$ cat config.mk
export PLATFORM = sky130hd
export DESIGN_NAME = handheld_cpu_alu_core
export DESIGN_NICKNAME = d
export VERILOG_FILES = /design/src/design/hcalu_pkg.sv /design/src/design/hcalu_decode.sv /design/src/design/hcalu_exec.sv /design/src/design/hcalu_flags.sv /design/src/design/handheld_cpu_alu_core.sv
export SDC_FILE = /design/constraint.sdc
export NUM_CORES = 1
export LEC_CHECK = 0
export CAP_MARGIN = 10
export CORE_ASPECT_RATIO = 0.6
export CORE_MARGIN = 1
export CORE_UTILIZATION = 35
export DETAILED_ROUTE_END_ITERATION = 10
export DONT_BUFFER_PORTS = 1
export GPL_ROUTABILITY_DRIVEN = 0
export GPL_TIMING_DRIVEN = 0
export PLACE_DENSITY_LB_ADDON = 0.1
export REMOVE_ABC_BUFFERS = 1
export SKIP_LAST_GASP = 1
export SLEW_MARGIN = 20
export SYNTH_ARGS = -nofsm -noshare
export SYNTH_HDL_FRONTEND = slang
export SYNTH_SLANG_ARGS = --single-unit
$ cat constraint.sdc
create_clock -name i_clk -period 4.6 [get_ports i_clk]
set_clock_uncertainty 0.2 [all_clocks]
set_input_delay 0.23 -clock i_clk [delete_from_list [all_inputs] [get_ports i_clk]]
set_output_delay 0.23 -clock i_clk [all_outputs]
set_load 0.01 [all_outputs]
$ cat src/design/hcalu_pkg.sv
// ============================================================================
// hcalu_pkg: shared definitions of the handheld CPU ALU
// Operation codes, flag bit positions and the payload records that travel
// between the pipeline stages.
// ============================================================================
package hcalu_pkg;

    // Operation codes.
    localparam logic [4:0] OP_ADD   = 5'd0;
    localparam logic [4:0] OP_ADC   = 5'd1;
    localparam logic [4:0] OP_SUB   = 5'd2;
    localparam logic [4:0] OP_SBC   = 5'd3;
    localparam logic [4:0] OP_AND   = 5'd4;
    localparam logic [4:0] OP_OR    = 5'd5;
    localparam logic [4:0] OP_XOR   = 5'd6;
    localparam logic [4:0] OP_CP    = 5'd7;
    localparam logic [4:0] OP_INC   = 5'd8;
    localparam logic [4:0] OP_DEC   = 5'd9;
    localparam logic [4:0] OP_DAA   = 5'd10;
    localparam logic [4:0] OP_CPL   = 5'd11;
    localparam logic [4:0] OP_ADD16 = 5'd12;
    localparam logic [4:0] OP_INC16 = 5'd13;
    localparam logic [4:0] OP_DEC16 = 5'd14;
    localparam logic [4:0] OP_RL    = 5'd15;
    localparam logic [4:0] OP_RLC   = 5'd16;
    localparam logic [4:0] OP_RR    = 5'd17;
    localparam logic [4:0] OP_RRC   = 5'd18;
    localparam logic [4:0] OP_SLA   = 5'd19;
    localparam logic [4:0] OP_SRA   = 5'd20;
    localparam logic [4:0] OP_SRL   = 5'd21;
    localparam logic [4:0] OP_SWAP  = 5'd22;
    localparam logic [4:0] OP_BIT   = 5'd23;
    localparam logic [4:0] OP_SET   = 5'd24;
    localparam logic [4:0] OP_RES   = 5'd25;

    // Flag bit positions.
    localparam int FLAG_Z = 3;
    localparam int FLAG_N = 2;
    localparam int FLAG_H = 1;
    localparam int FLAG_C = 0;

    // Decimal adjust limits.
    localparam logic [7:0] DAA_HI_LIMIT = 8'h99;
    localparam logic [3:0] DAA_LO_LIMIT = 4'd9;

    // Accepted input item.
    typedef struct packed {
        logic [4:0]  op;
        logic [15:0] a;
        logic [15:0] b;
        logic [3:0]  f;
    } t_item;

    // Decode stage output: operands plus the bit-level unit results.
    typedef struct packed {
        logic [4:0]  op;
        logic [15:0] a;
        logic [15:0] b;
        logic [3:0]  f;
        logic        cy;     // carry or borrow in for adc and sbc
        logic [7:0]  lres;   // logic, complement, shift, rotate, swap, set and reset result
        logic        lcy;    // carry out of the shifter
        logic        bitz;   // tested bit is clear
    } t_dec;

    // Execute stage output: final value, flags with Z still pending.
    typedef struct packed {
        logic [15:0] res;
        logic [7:0]  zval;   // byte that Z is taken from
        logic        zsel;   // Z comes from zval instead of flg
        logic [3:0]  flg;
    } t_exe;

    // Result item.
    typedef struct packed {
        logic [15:0] res;
        logic [3:0]  flg;
    } t_res;

endpackage

$ cat src/design/hcalu_decode.sv
// ============================================================================
// hcalu_decode: first pipeline stage
// Registers the incoming item together with the results of the bit-level
// unit (logic operations, shifts, rotates, swap, bit test, set and reset).
// ============================================================================
module hcalu_decode (
    input  logic              i_clk,
    input  logic              i_rst_n,
    input  logic              i_vld,
    input  hcalu_pkg::t_item  i_dat,
    output logic              o_rdy,
    output logic              o_vld,
    output hcalu_pkg::t_dec   o_dat,
    input  logic              i_rdy
);

    logic             r_vld;
    hcalu_pkg::t_dec  r_dat;
    hcalu_pkg::t_dec  n_dat;
    logic [7:0]       a8;
    logic [7:0]       b8;
    logic [7:0]       mask;

    assign a8   = i_dat.a[7:0];
    assign b8   = i_dat.b[7:0];
    assign mask = 8'b1 << i_dat.b[2:0];

    // Bit-level unit.
    always_comb begin
        n_dat      = '0;
        n_dat.op   = i_dat.op;
        n_dat.a    = i_dat.a;
        n_dat.b    = i_dat.b;
        n_dat.f    = i_dat.f;
        n_dat.cy   = ((i_dat.op == hcalu_pkg::OP_ADC) || (i_dat.op == hcalu_pkg::OP_SBC))
                     & i_dat.f[hcalu_pkg::FLAG_C];
        n_dat.bitz = ((a8 & mask) == 8'd0);
        n_dat.lres = a8;
        n_dat.lcy  = 1'b0;
        unique case (i_dat.op)
            hcalu_pkg::OP_AND:  n_dat.lres = a8 & b8;
            hcalu_pkg::OP_OR:   n_dat.lres = a8 | b8;
            hcalu_pkg::OP_XOR:  n_dat.lres = a8 ^ b8;
            hcalu_pkg::OP_CPL:  n_dat.lres = ~a8;
            hcalu_pkg::OP_RL: begin
                n_dat.lres = {a8[6:0], i_dat.f[hcalu_pkg::FLAG_C]};
                n_dat.lcy  = a8[7];
            end
            hcalu_pkg::OP_RLC: begin
                n_dat.lres = {a8[6:0], a8[7]};
                n_dat.lcy  = a8[7];
            end
            hcalu_pkg::OP_RR: begin
                n_dat.lres = {i_dat.f[hcalu_pkg::FLAG_C], a8[7:1]};
                n_dat.lcy  = a8[0];
            end
            hcalu_pkg::OP_RRC: begin
                n_dat.lres = {a8[0], a8[7:1]};
                n_dat.lcy  = a8[0];
            end
            hcalu_pkg::OP_SLA: begin
                n_dat.lres = {a8[6:0], 1'b0};
                n_dat.lcy  = a8[7];
            end
            hcalu_pkg::OP_SRA: begin
                n_dat.lres = {a8[7], a8[7:1]};
                n_dat.lcy  = a8[0];
            end
            hcalu_pkg::OP_SRL: begin
                n_dat.lres = {1'b0, a8[7:1]};
                n_dat.lcy  = a8[0];
            end
            hcalu_pkg::OP_SWAP: n_dat.lres = {a8[3:0], a8[7:4]};
            hcalu_pkg::OP_SET:  n_dat.lres = a8 | mask;
            hcalu_pkg::OP_RES:  n_dat.lres = a8 & ~mask;
            default:            n_dat.lres = a8;
        endcase
    end

    // Stage register: loads whenever the slot is empty or drains.
    assign o_rdy = !r_vld || i_rdy;

    always_ff @(posedge i_clk) begin
        if (!i_rst_n) begin
            r_vld <= 1'b0;
        end else if (o_rdy) begin
            r_vld <= i_vld;
        end
    end

    always_ff @(posedge i_clk) begin
        if (o_rdy && i_vld) begin
            r_dat <= n_dat;
        end
    end

    assign o_vld = r_vld;
    assign o_dat = r_dat;

endmodule

$ cat src/design/hcalu_exec.sv
// ============================================================================
// hcalu_exec: second pipeline stage
// Runs the 8-bit and 16-bit adders, the decimal adjust and the increment and
// decrement paths, and selects the result and the N, H and C flags.
// ============================================================================
module hcalu_exec (
    input  logic              i_clk,
    input  logic              i_rst_n,
    input  logic              i_vld,
    input  hcalu_pkg::t_dec   i_dat,
    output logic              o_rdy,
    output logic              o_vld,
    output hcalu_pkg::t_exe   o_dat,
    input  logic              i_rdy
);

    logic             r_vld;
    hcalu_pkg::t_exe  r_dat;
    hcalu_pkg::t_exe  n_dat;
    logic [7:0]       a8;
    logic [7:0]       b8;
    logic [3:0]       f;
    logic [8:0]       sum9;
    logic [4:0]       hsum5;
    logic [8:0]       dif9;
    logic [4:0]       hdif5;
    logic [16:0]      sum17;
    logic [12:0]      hsum13;
    logic             dcy;
    logic             dh;
    logic [7:0]       corr;
    logic [7:0]       daa8;

    assign a8 = i_dat.a[7:0];
    assign b8 = i_dat.b[7:0];
    assign f  = i_dat.f;

    // Adders; bit 8 of the difference is the borrow out.
    assign sum9   = {1'b0, a8} + {1'b0, b8} + {8'd0, i_dat.cy};
    assign hsum5  = {1'b0, a8[3:0]} + {1'b0, b8[3:0]} + {4'd0, i_dat.cy};
    assign dif9   = {1'b0, a8} - {1'b0, b8} - {8'd0, i_dat.cy};
    assign hdif5  = {1'b0, a8[3:0]} - {1'b0, b8[3:0]} - {4'd0, i_dat.cy};
    assign sum17  = {1'b0, i_dat.a} + {1'b0, i_dat.b};
    assign hsum13 = {1'b0, i_dat.a[11:0]} + {1'b0, i_dat.b[11:0]};

    // Decimal adjust: after an addition the incoming carries and the limits
    // decide, after a subtraction only the incoming carries do.
    assign dcy  = f[hcalu_pkg::FLAG_C]
                  | (!f[hcalu_pkg::FLAG_N] && (a8 > hcalu_pkg::DAA_HI_LIMIT));
    assign dh   = f[hcalu_pkg::FLAG_H]
                  | (!f[hcalu_pkg::FLAG_N] && (a8[3:0] > hcalu_pkg::DAA_LO_LIMIT));
    assign corr = {1'b0, dcy, dcy, 2'b00, dh, dh, 1'b0};
    assign daa8 = f[hcalu_pkg::FLAG_N] ? (a8 - corr) : (a8 + corr);

    // Result and flag selection; Z of 8-bit arithmetic, logic, shift and rotate results is finished next stage.
    always_comb begin
        n_dat.res  = i_dat.a;
        n_dat.zval = a8;
        n_dat.zsel = 1'b0;
        n_dat.flg  = f;
        unique case (i_dat.op)
            hcalu_pkg::OP_ADD, hcalu_pkg::OP_ADC: begin
                n_dat.res  = {8'd0, sum9[7:0]};
                n_dat.zval = sum9[7:0];
                n_dat.zsel = 1'b1;
                n_dat.flg  = {1'b0, 1'b0, hsum5[4], sum9[8]};
            end
            hcalu_pkg::OP_SUB, hcalu_pkg::OP_SBC: begin
                n_dat.res  = {8'd0, dif9[7:0]};
                n_dat.zval = dif9[7:0];
                n_dat.zsel = 1'b1;
                n_dat.flg  = {1'b0, 1'b1, hdif5[4], dif9[8]};
            end
            hcalu_pkg::OP_CP: begin
                n_dat.zval = dif9[7:0];
                n_dat.zsel = 1'b1;
                n_dat.flg  = {1'b0, 1'b1, hdif5[4], dif9[8]};
            end
            hcalu_pkg::OP_AND: begin
                n_dat.res  = {8'd0, i_dat.lres};
                n_dat.zval = i_dat.lres;
                n_dat.zsel = 1'b1;
                n_dat.flg  = 4'b0010;
            end
            hcalu_pkg::OP_OR, hcalu_pkg::OP_XOR, hcalu_pkg::OP_SWAP: begin
                n_dat.res  = {8'd0, i_dat.lres};
                n_dat.zval = i_dat.lres;
                n_dat.zsel = 1'b1;
                n_dat.flg  = 4'b0000;
            end
            hcalu_pkg::OP_INC: begin
                n_dat.res  = {8'd0, a8 + 8'd1};
                n_dat.zval = a8 + 8'd1;
                n_dat.zsel = 1'b1;
                n_dat.flg  = {1'b0, 1'b0, (a8[3:0] == 4'hF), f[hcalu_pkg::FLAG_C]};
            end
            hcalu_pkg::OP_DEC: begin
                n_dat.res  = {8'd0, a8 - 8'd1};
                n_dat.zval = a8 - 8'd1;
                n_dat.zsel = 1'b1;
                n_dat.flg  = {1'b0, 1'b1, (a8[3:0] == 4'h0), f[hcalu_pkg::FLAG_C]};
            end
            hcalu_pkg::OP_DAA: begin
                n_dat.res  = {8'd0, daa8};
                n_dat.zval = daa8;
                n_dat.zsel = 1'b1;
                n_dat.flg  = {1'b0, f[hcalu_pkg::FLAG_N], 1'b0, dcy};
            end
            hcalu_pkg::OP_CPL: begin
                n_dat.res  = {8'd0, i_dat.lres};
                n_dat.flg  = {f[hcalu_pkg::FLAG_Z], 1'b1, 1'b1, f[hcalu_pkg::FLAG_C]};
            end
            hcalu_pkg::OP_ADD16: begin
                n_dat.res  = sum17[15:0];
                n_dat.flg  = {f[hcalu_pkg::FLAG_Z], 1'b0, hsum13[12], sum17[16]};
            end
            hcalu_pkg::OP_INC16: n_dat.res = i_dat.a + 16'd1;
            hcalu_pkg::OP_DEC16: n_dat.res = i_dat.a - 16'd1;
            hcalu_pkg::OP_RL, hcalu_pkg::OP_RLC, hcalu_pkg::OP_RR, hcalu_pkg::OP_RRC,
            hcalu_pkg::OP_SLA, hcalu_pkg::OP_SRA, hcalu_pkg::OP_SRL: begin
                n_dat.res  = {8'd0, i_dat.lres};
                n_dat.zval = i_dat.lres;
                n_dat.zsel = 1'b1;
                n_dat.flg  = {1'b0, 1'b0, 1'b0, i_dat.lcy};
            end
            hcalu_pkg::OP_BIT: begin
                n_dat.flg  = {i_dat.bitz, 1'b0, 1'b1, f[hcalu_pkg::FLAG_C]};
            end
            hcalu_pkg::OP_SET, hcalu_pkg::OP_RES: begin
                n_dat.res  = {8'd0, i_dat.lres};
            end
            default: begin
                n_dat.res  = i_dat.a;
            end
        endcase
    end

    // Stage register.
    assign o_rdy = !r_vld || i_rdy;

    always_ff @(posedge i_clk) begin
        if (!i_rst_n) begin
            r_vld <= 1'b0;
        end else if (o_rdy) begin
            r_vld <= i_vld;
        end
    end

    always_ff @(posedge i_clk) begin
        if (o_rdy && i_vld) begin
            r_dat <= n_dat;
        end
    end

    assign o_vld = r_vld;
    assign o_dat = r_dat;

endmodule

$ cat src/design/hcalu_flags.sv
// ============================================================================
// hcalu_flags: third pipeline stage and output register
// Detects a zero result byte, merges it into the Z flag and holds the
// finished result until the downstream side takes it.
// ============================================================================
module hcalu_flags (
    input  logic              i_clk,
    input  logic              i_rst_n,
    input  logic              i_vld,
    input  hcalu_pkg::t_exe   i_dat,
    output logic              o_rdy,
    output logic              o_vld,
    output hcalu_pkg::t_res   o_dat,
    input  logic              i_rdy
);

    logic             r_vld;
    hcalu_pkg::t_res  r_dat;
    hcalu_pkg::t_res  n_dat;

    // Zero detection on the selected byte.
    always_comb begin
        n_dat.res = i_dat.res;
        n_dat.flg = i_dat.flg;
        if (i_dat.zsel) begin
            n_dat.flg[hcalu_pkg::FLAG_Z] = (i_dat.zval == 8'd0);
        end
    end

    // Output register.
    assign o_rdy = !r_vld || i_rdy;

    always_ff @(posedge i_clk) begin
        if (!i_rst_n) begin
            r_vld <= 1'b0;
        end else if (o_rdy) begin
            r_vld <= i_vld;
        end
    end

    always_ff @(posedge i_clk) begin
        if (o_rdy && i_vld) begin
            r_dat <= n_dat;
        end
    end

    assign o_vld = r_vld;
    assign o_dat = r_dat;

endmodule

$ cat src/design/handheld_cpu_alu_core.sv
// ============================================================================
// handheld_cpu_alu_core: pipelined 8/16-bit ALU of the handheld CPU
// Three register stages: bit-level unit, adders and selection, zero flag.
// ============================================================================
//
//  Channel  Direction  Contents
//  -------  ---------  ---------------------------------------------------
//  s_*      in         tuser: operation; tdata: operand_a, operand_b, flags_in
//  m_*      out        tdata: result, flags_out
//
//  One operation enters per cycle while s_tready is high; m_tvalid rises once
//  the item has passed the stage registers, and the result transfer completes
//  when the output side is not stalled.
//  The three stage registers are decode, execute and flags.
//  s_tready follows m_tready through the stage chain, so a stall fills the
//  empty stages first and then holds every item in place.
//  Synchronous active-low reset empties the pipeline; payloads are not reset.
//
module handheld_cpu_alu_core (
    input  logic        i_clk,
    input  logic        i_rst_n,
    input  logic        s_tvalid,
    output logic        s_tready,
    input  logic [39:0] s_tdata,   // operand_a [15:0], operand_b [31:16],
                                   // flags_in [35:32], zero [39:36]
    input  logic [4:0]  s_tuser,   // operation [4:0]
    output logic        m_tvalid,
    input  logic        m_tready,
    output logic [23:0] m_tdata    // result [15:0], flags_out [19:16],
                                   // zero [23:20]
);

    hcalu_pkg::t_item  in_item;
    hcalu_pkg::t_dec   dec_dat;
    hcalu_pkg::t_exe   exe_dat;
    hcalu_pkg::t_res   res_dat;
    logic              dec_vld;
    logic              dec_rdy;
    logic              exe_vld;
    logic              exe_rdy;

    // Input unpacking.
    assign in_item.op = s_tuser;
    assign in_item.a  = s_tdata[15:0];
    assign in_item.b  = s_tdata[31:16];
    assign in_item.f  = s_tdata[35:32];

    hcalu_decode u_decode (
        .i_clk   (i_clk),
        .i_rst_n (i_rst_n),
        .i_vld   (s_tvalid),
        .i_dat   (in_item),
        .o_rdy   (s_tready),
        .o_vld   (dec_vld),
        .o_dat   (dec_dat),
        .i_rdy   (dec_rdy)
    );

    hcalu_exec u_exec (
        .i_clk   (i_clk),
        .i_rst_n (i_rst_n),
        .i_vld   (dec_vld),
        .i_dat   (dec_dat),
        .o_rdy   (dec_rdy),
        .o_vld   (exe_vld),
        .o_dat   (exe_dat),
        .i_rdy   (exe_rdy)
    );

    hcalu_flags u_flags (
        .i_clk   (i_clk),
        .i_rst_n (i_rst_n),
        .i_vld   (exe_vld),
        .i_dat   (exe_dat),
        .o_rdy   (exe_rdy),
        .o_vld   (m_tvalid),
        .o_dat   (res_dat),
        .i_rdy   (m_tready)
    );

    // Output packing.
    assign m_tdata = {4'd0, res_dat.flg, res_dat.res};

endmodule
==> impl_metrics.csv <==
group,metric,value,unit
clock_network,clk_pin_slew,0.07,ns
job,drv_cap,0,
critical_path,crit_chain,"clkinvlp_4, ha_1, nor2_1, nor2_1, o41ai_1, a21oi_1, ha_1, inv_1, mux2i_1, ha_1, a211oi_1, nor3_1, a211oi_1, a32oi_1",
clock_network,clockBufferDepth,2,
routing,viasPerCell,5.930,
global_routing,grt_max_degree,29,
critical_path,cp_common_cell,"ha_1",
min_path,whs_path_depth,2,
sta,fin_ws,0.1924,ns
status,outcome,"finished clean",
routing,vias,6944,
clock_network,cts_tree,"built",
sta,rsz0062_at_grt,"true",
final_layout,drive_above_1_share,6.373,%
critical_path,cp.arrival,4.24,ns
routing,wl_per_cell,22.21,um
place,hpwl,19820,um
critical_path,worstSetupStartpointType,"register",
critical_path,cp.depth,14,
sta,max_slew_margin,32.67,%
logic_synthesis,ys_seq_area_share,38.86,%
clock_network,cts_root_buffer,"clkbuf_16",
critical_path,cp-end-kind,"register",
routing,wl,26010,um
clock_network,cts_buffers,9,
global_routing,overflow,0,
final_layout,n_fill_cell,2242,
routing,ant_nets,0,
sta,setup_viol,0,
pwr,power_density,320.6,nW/um^2
sta,fin_crit_sh,95.82,%
global_routing,first_global_vias,6393,
global_routing,antenna_found_initial,0,
global_routing,grtUsageTotal,22.72,%
place,io_buffers,0,
critical_path,cp_max_fo,6,
floorplanning,pin_count,75,
final_layout,postLayoutCoreUtil,40.96,%
critical_path,r2r_cells,14,
sta,worstMarginPinSlew,0.9956,ns
min_path,hp-class,"primary input to register",
routing,first_pass_iters,5,
sta,drv_slew,0,
logic_synthesis,ys_ff_latch,104,
logic_synthesis,synth_edf_count,101,
logic_synthesis,syn_inst,841,
floorplanning,die_h,118.8,um
clock_network,cts_sinks,104,
final_layout,area_delta_synth_final,14.13,%
clock_network,insertion_delay,0.37,ns
logic_synthesis,netlist_area,7959,sq um
final_layout,nets,970,
global_routing,grt_pass1_wl,39320,um
critical_path,required,4.43,ns
routing,drt_iter0_markers,998,
critical_path,path_buf_inv,2,
floorplanning,dieArea,23370,sq um
floorplanning,initial_core_util,35.89,%
final_layout,diodes,0,
clock_network,cts-htree-levels,3,
logic_synthesis,ys.flop_type,"edfxtp_1",
logic_synthesis,ys_warn_count,0,
final_layout,multi_input_area,4527,sq um
pwr,ir_drop,0.1864,mV
critical_path,crit_slowest_cell,"a211oi_1",
critical_path,criticalPathCategory,"register to register",
floorplanning,rows,42,
final_layout,regArea,3093,sq um
critical_path,slowest_delay,0.65,ns
critical_path,cpLargestDelayFamily,"compound AO/OA/AOI/OAI gates",
sta,finalHoldViolations,0,
logic_synthesis,ys_async_sr_fraction,0,%
logic_synthesis,syn_avg_cell_area,9.464,sq um
sta,fmax,226.9,MHz
pwr,p_leak,3.320,nW
floorplanning,die_x,196.7,um
routing,drc,0,
sta,fin_crit,4.408,ns
place,dp_slack,-0.1465,ns
logic_synthesis,yosysUniqueCellTypes,71,
floorplanning,core_area,22180,sq um
placed cells by master, fill, tap and decap left out, types with 5 or more instances in the layout:
cell type	n
nand3b_1	7
o21ai_0	55
clkbuf_16	9
nand2_1	72
a21o_1	14
o21bai_1	7
mux2i_1	5
dlygate4sd3_1	43
a21oi_1	63
nor2_1	61
a211oi_1	9
a22oi_1	21
inv_1	39
a222oi_1	7
nand3_1	17
xnor2_1	37
and3_1	6
nor2b_1	10
edfxtp_1	101
nand2b_1	15
nor3_1	12
nand4_1	9
fa_1	7
a32o_1	5
buf_4	9
xor2_1	19
a221oi_1	13
o221ai_1	8
o21a_1	6
o22ai_1	6
ha_1	56
or2_2	5
nor4_1	5
o211ai_1	8
a31oi_1	11
registers in the layout (all words and copies together), names as in the netlist:
signal          cells
u_decode.o_vld      1
u_exec.o_vld        1
u_exec.o_dat       29
u_flags.o_vld       1
u_decode.o_dat     52
u_flags.o_dat      20
synthesized netlist by cell type, types with 4 or more instances:
library cell  instances  area, sq um
fa_1                  7        140.1
o31ai_1               4        30.03
a32o_1                5        50.05
nand3b_1              7        52.55
xnor2_1              37        324.1
nand4_1               9        56.30
inv_1                40        150.1
nor2b_1              11        68.82
nor3_1               13        65.06
a31oi_1              12        75.07
a221oi_1             13        113.9
mux2i_1               5        50.05
a21oi_1              63        315.3
a21o_1               14        105.1
clkbuf_1             29        108.9
buf_4                 6        45.04
xor2_1               19        166.4
nand2_1              72        270.3
a22oi_1              21        157.7
a211oi_1              9        67.56
o22ai_1               7        43.79
o21a_1                6        45.04
o221ai_1              8        70.07
nor4b_1               4        35.03
nor2_1               62        232.7
o2111ai_1             4        35.03
nand3_1              17        85.08
a222oi_1              7        70.07
nand2b_1             15        93.84
edfxtp_1            101         3033
nor4_1                5        31.28
ha_1                 56        700.7
and3_1                6        37.54
o21ai_0              55        275.3
o21bai_1              7        52.55
o211ai_1              8        60.06
buf_1                 5        18.77
a32oi_1               4        35.03
buf_2                 9        45.04
or2_2                 5        31.28
where the power goes:
group / switching, W / leakage [nW] / internal, W / total, W
Combinational: 0.000523 / 2.18 / 0.000353 / 0.000876
Clock: 0.000373 / 0.155 / 0.000440 / 0.000813
Sequential: 0.0000894 / 0.984 / 0.00113 / 0.00122
cell type report:
type	instances	share of cell area, %
inverter	40	1.694
clock buffer	9	2.479
tap	308	4.242
timing repair buffer	57	6.639
clock inverter	7	1.061
sequential	104	34.05
multi-input combinational	646	49.83
worst paths after layout:
kind / start / slack (ns) / endpoint
worst max-delay path: u_decode.o_dat[32]$_DFFE_PP_ / 0.19 / u_exec.o_dat[18]$_DFFE_PP_
worst min-delay path: s_tuser[3] / 0.03 / u_decode.o_dat[10]$_DFFE_PP_
worst max register to register: u_decode.o_dat[32]$_DFFE_PP_ / 0.19 / u_exec.o_dat[18]$_DFFE_PP_
worst min register to register: u_exec.o_dat[14]$_DFFE_PP_ / 0.22 / u_flags.o_dat[5]$_DFFE_PP_
timing repair:
item,4_1_cts,5_1_grt
gates resized for setup,0,2
buffers inserted,1,8
hold endpoints to repair,54,0
cloned,0,0
setup endpoints to repair,6,13
hold buffers,43,0
worst reg2reg max path: stages, from the launching register on:
cell        delay [ns]
edfxtp_1          0.53
clkinvlp_4        0.26
ha_1              0.29
nor2_1            0.12
nor2_1            0.06
o41ai_1           0.29
a21oi_1           0.20
ha_1              0.33
inv_1             0.03
mux2i_1           0.20
ha_1              0.32
a211oi_1          0.19
nor3_1            0.09
a211oi_1          0.65
a32oi_1           0.33
cells by family (layout without fill, tap and decap cells):
kind of cell    after synthesis  in the layout  share of synthesized area (%)
compound gates              274            274                          23.36
xor+xnor                     56             56                          6.163
fa+ha+maj                    63             63                          10.56
buf+inv                      94            113                          5.156
flops                       104            104                          38.86
mux                           7              7                         0.9118
other cells                   1              4                        0.04712
simple gates                242            242                          14.93
routing by layer:
metal	vias up	routed length, um	track usage [%]
li1	3190	-	-
met1	3314	12850	36.42
met2	423	9425	28.08
met3	17	3474	7.763
met4	0	262	4.651
met5	-	0	0
metrics by stage:
| stage | hold WS, ns | power (W) | cell area [sq um] | instances | setup TNS (ns) |
|---|---|---|---|---|---|
| after floorplan | 0.1289 | 0.001773 | 7710 | 790 | 0 |
| after global routing | 0.01822 | 0.003049 | 9084 | 1171 | -0.01495 |
| final | 0.02590 | 0.002913 | 9084 | 1171 | 0 |
| after CTS | 0.006333 | 0.002901 | 9005 | 1163 | 0 |
| after detailed placement | 0.1289 | 0.002038 | 8245 | 1103 | -0.5362 |
| after global placement | 0.1289 | 0.002022 | 8095 | 1098 | -55.97 |
Note: power is estimated with default switching activity, not from simulation.
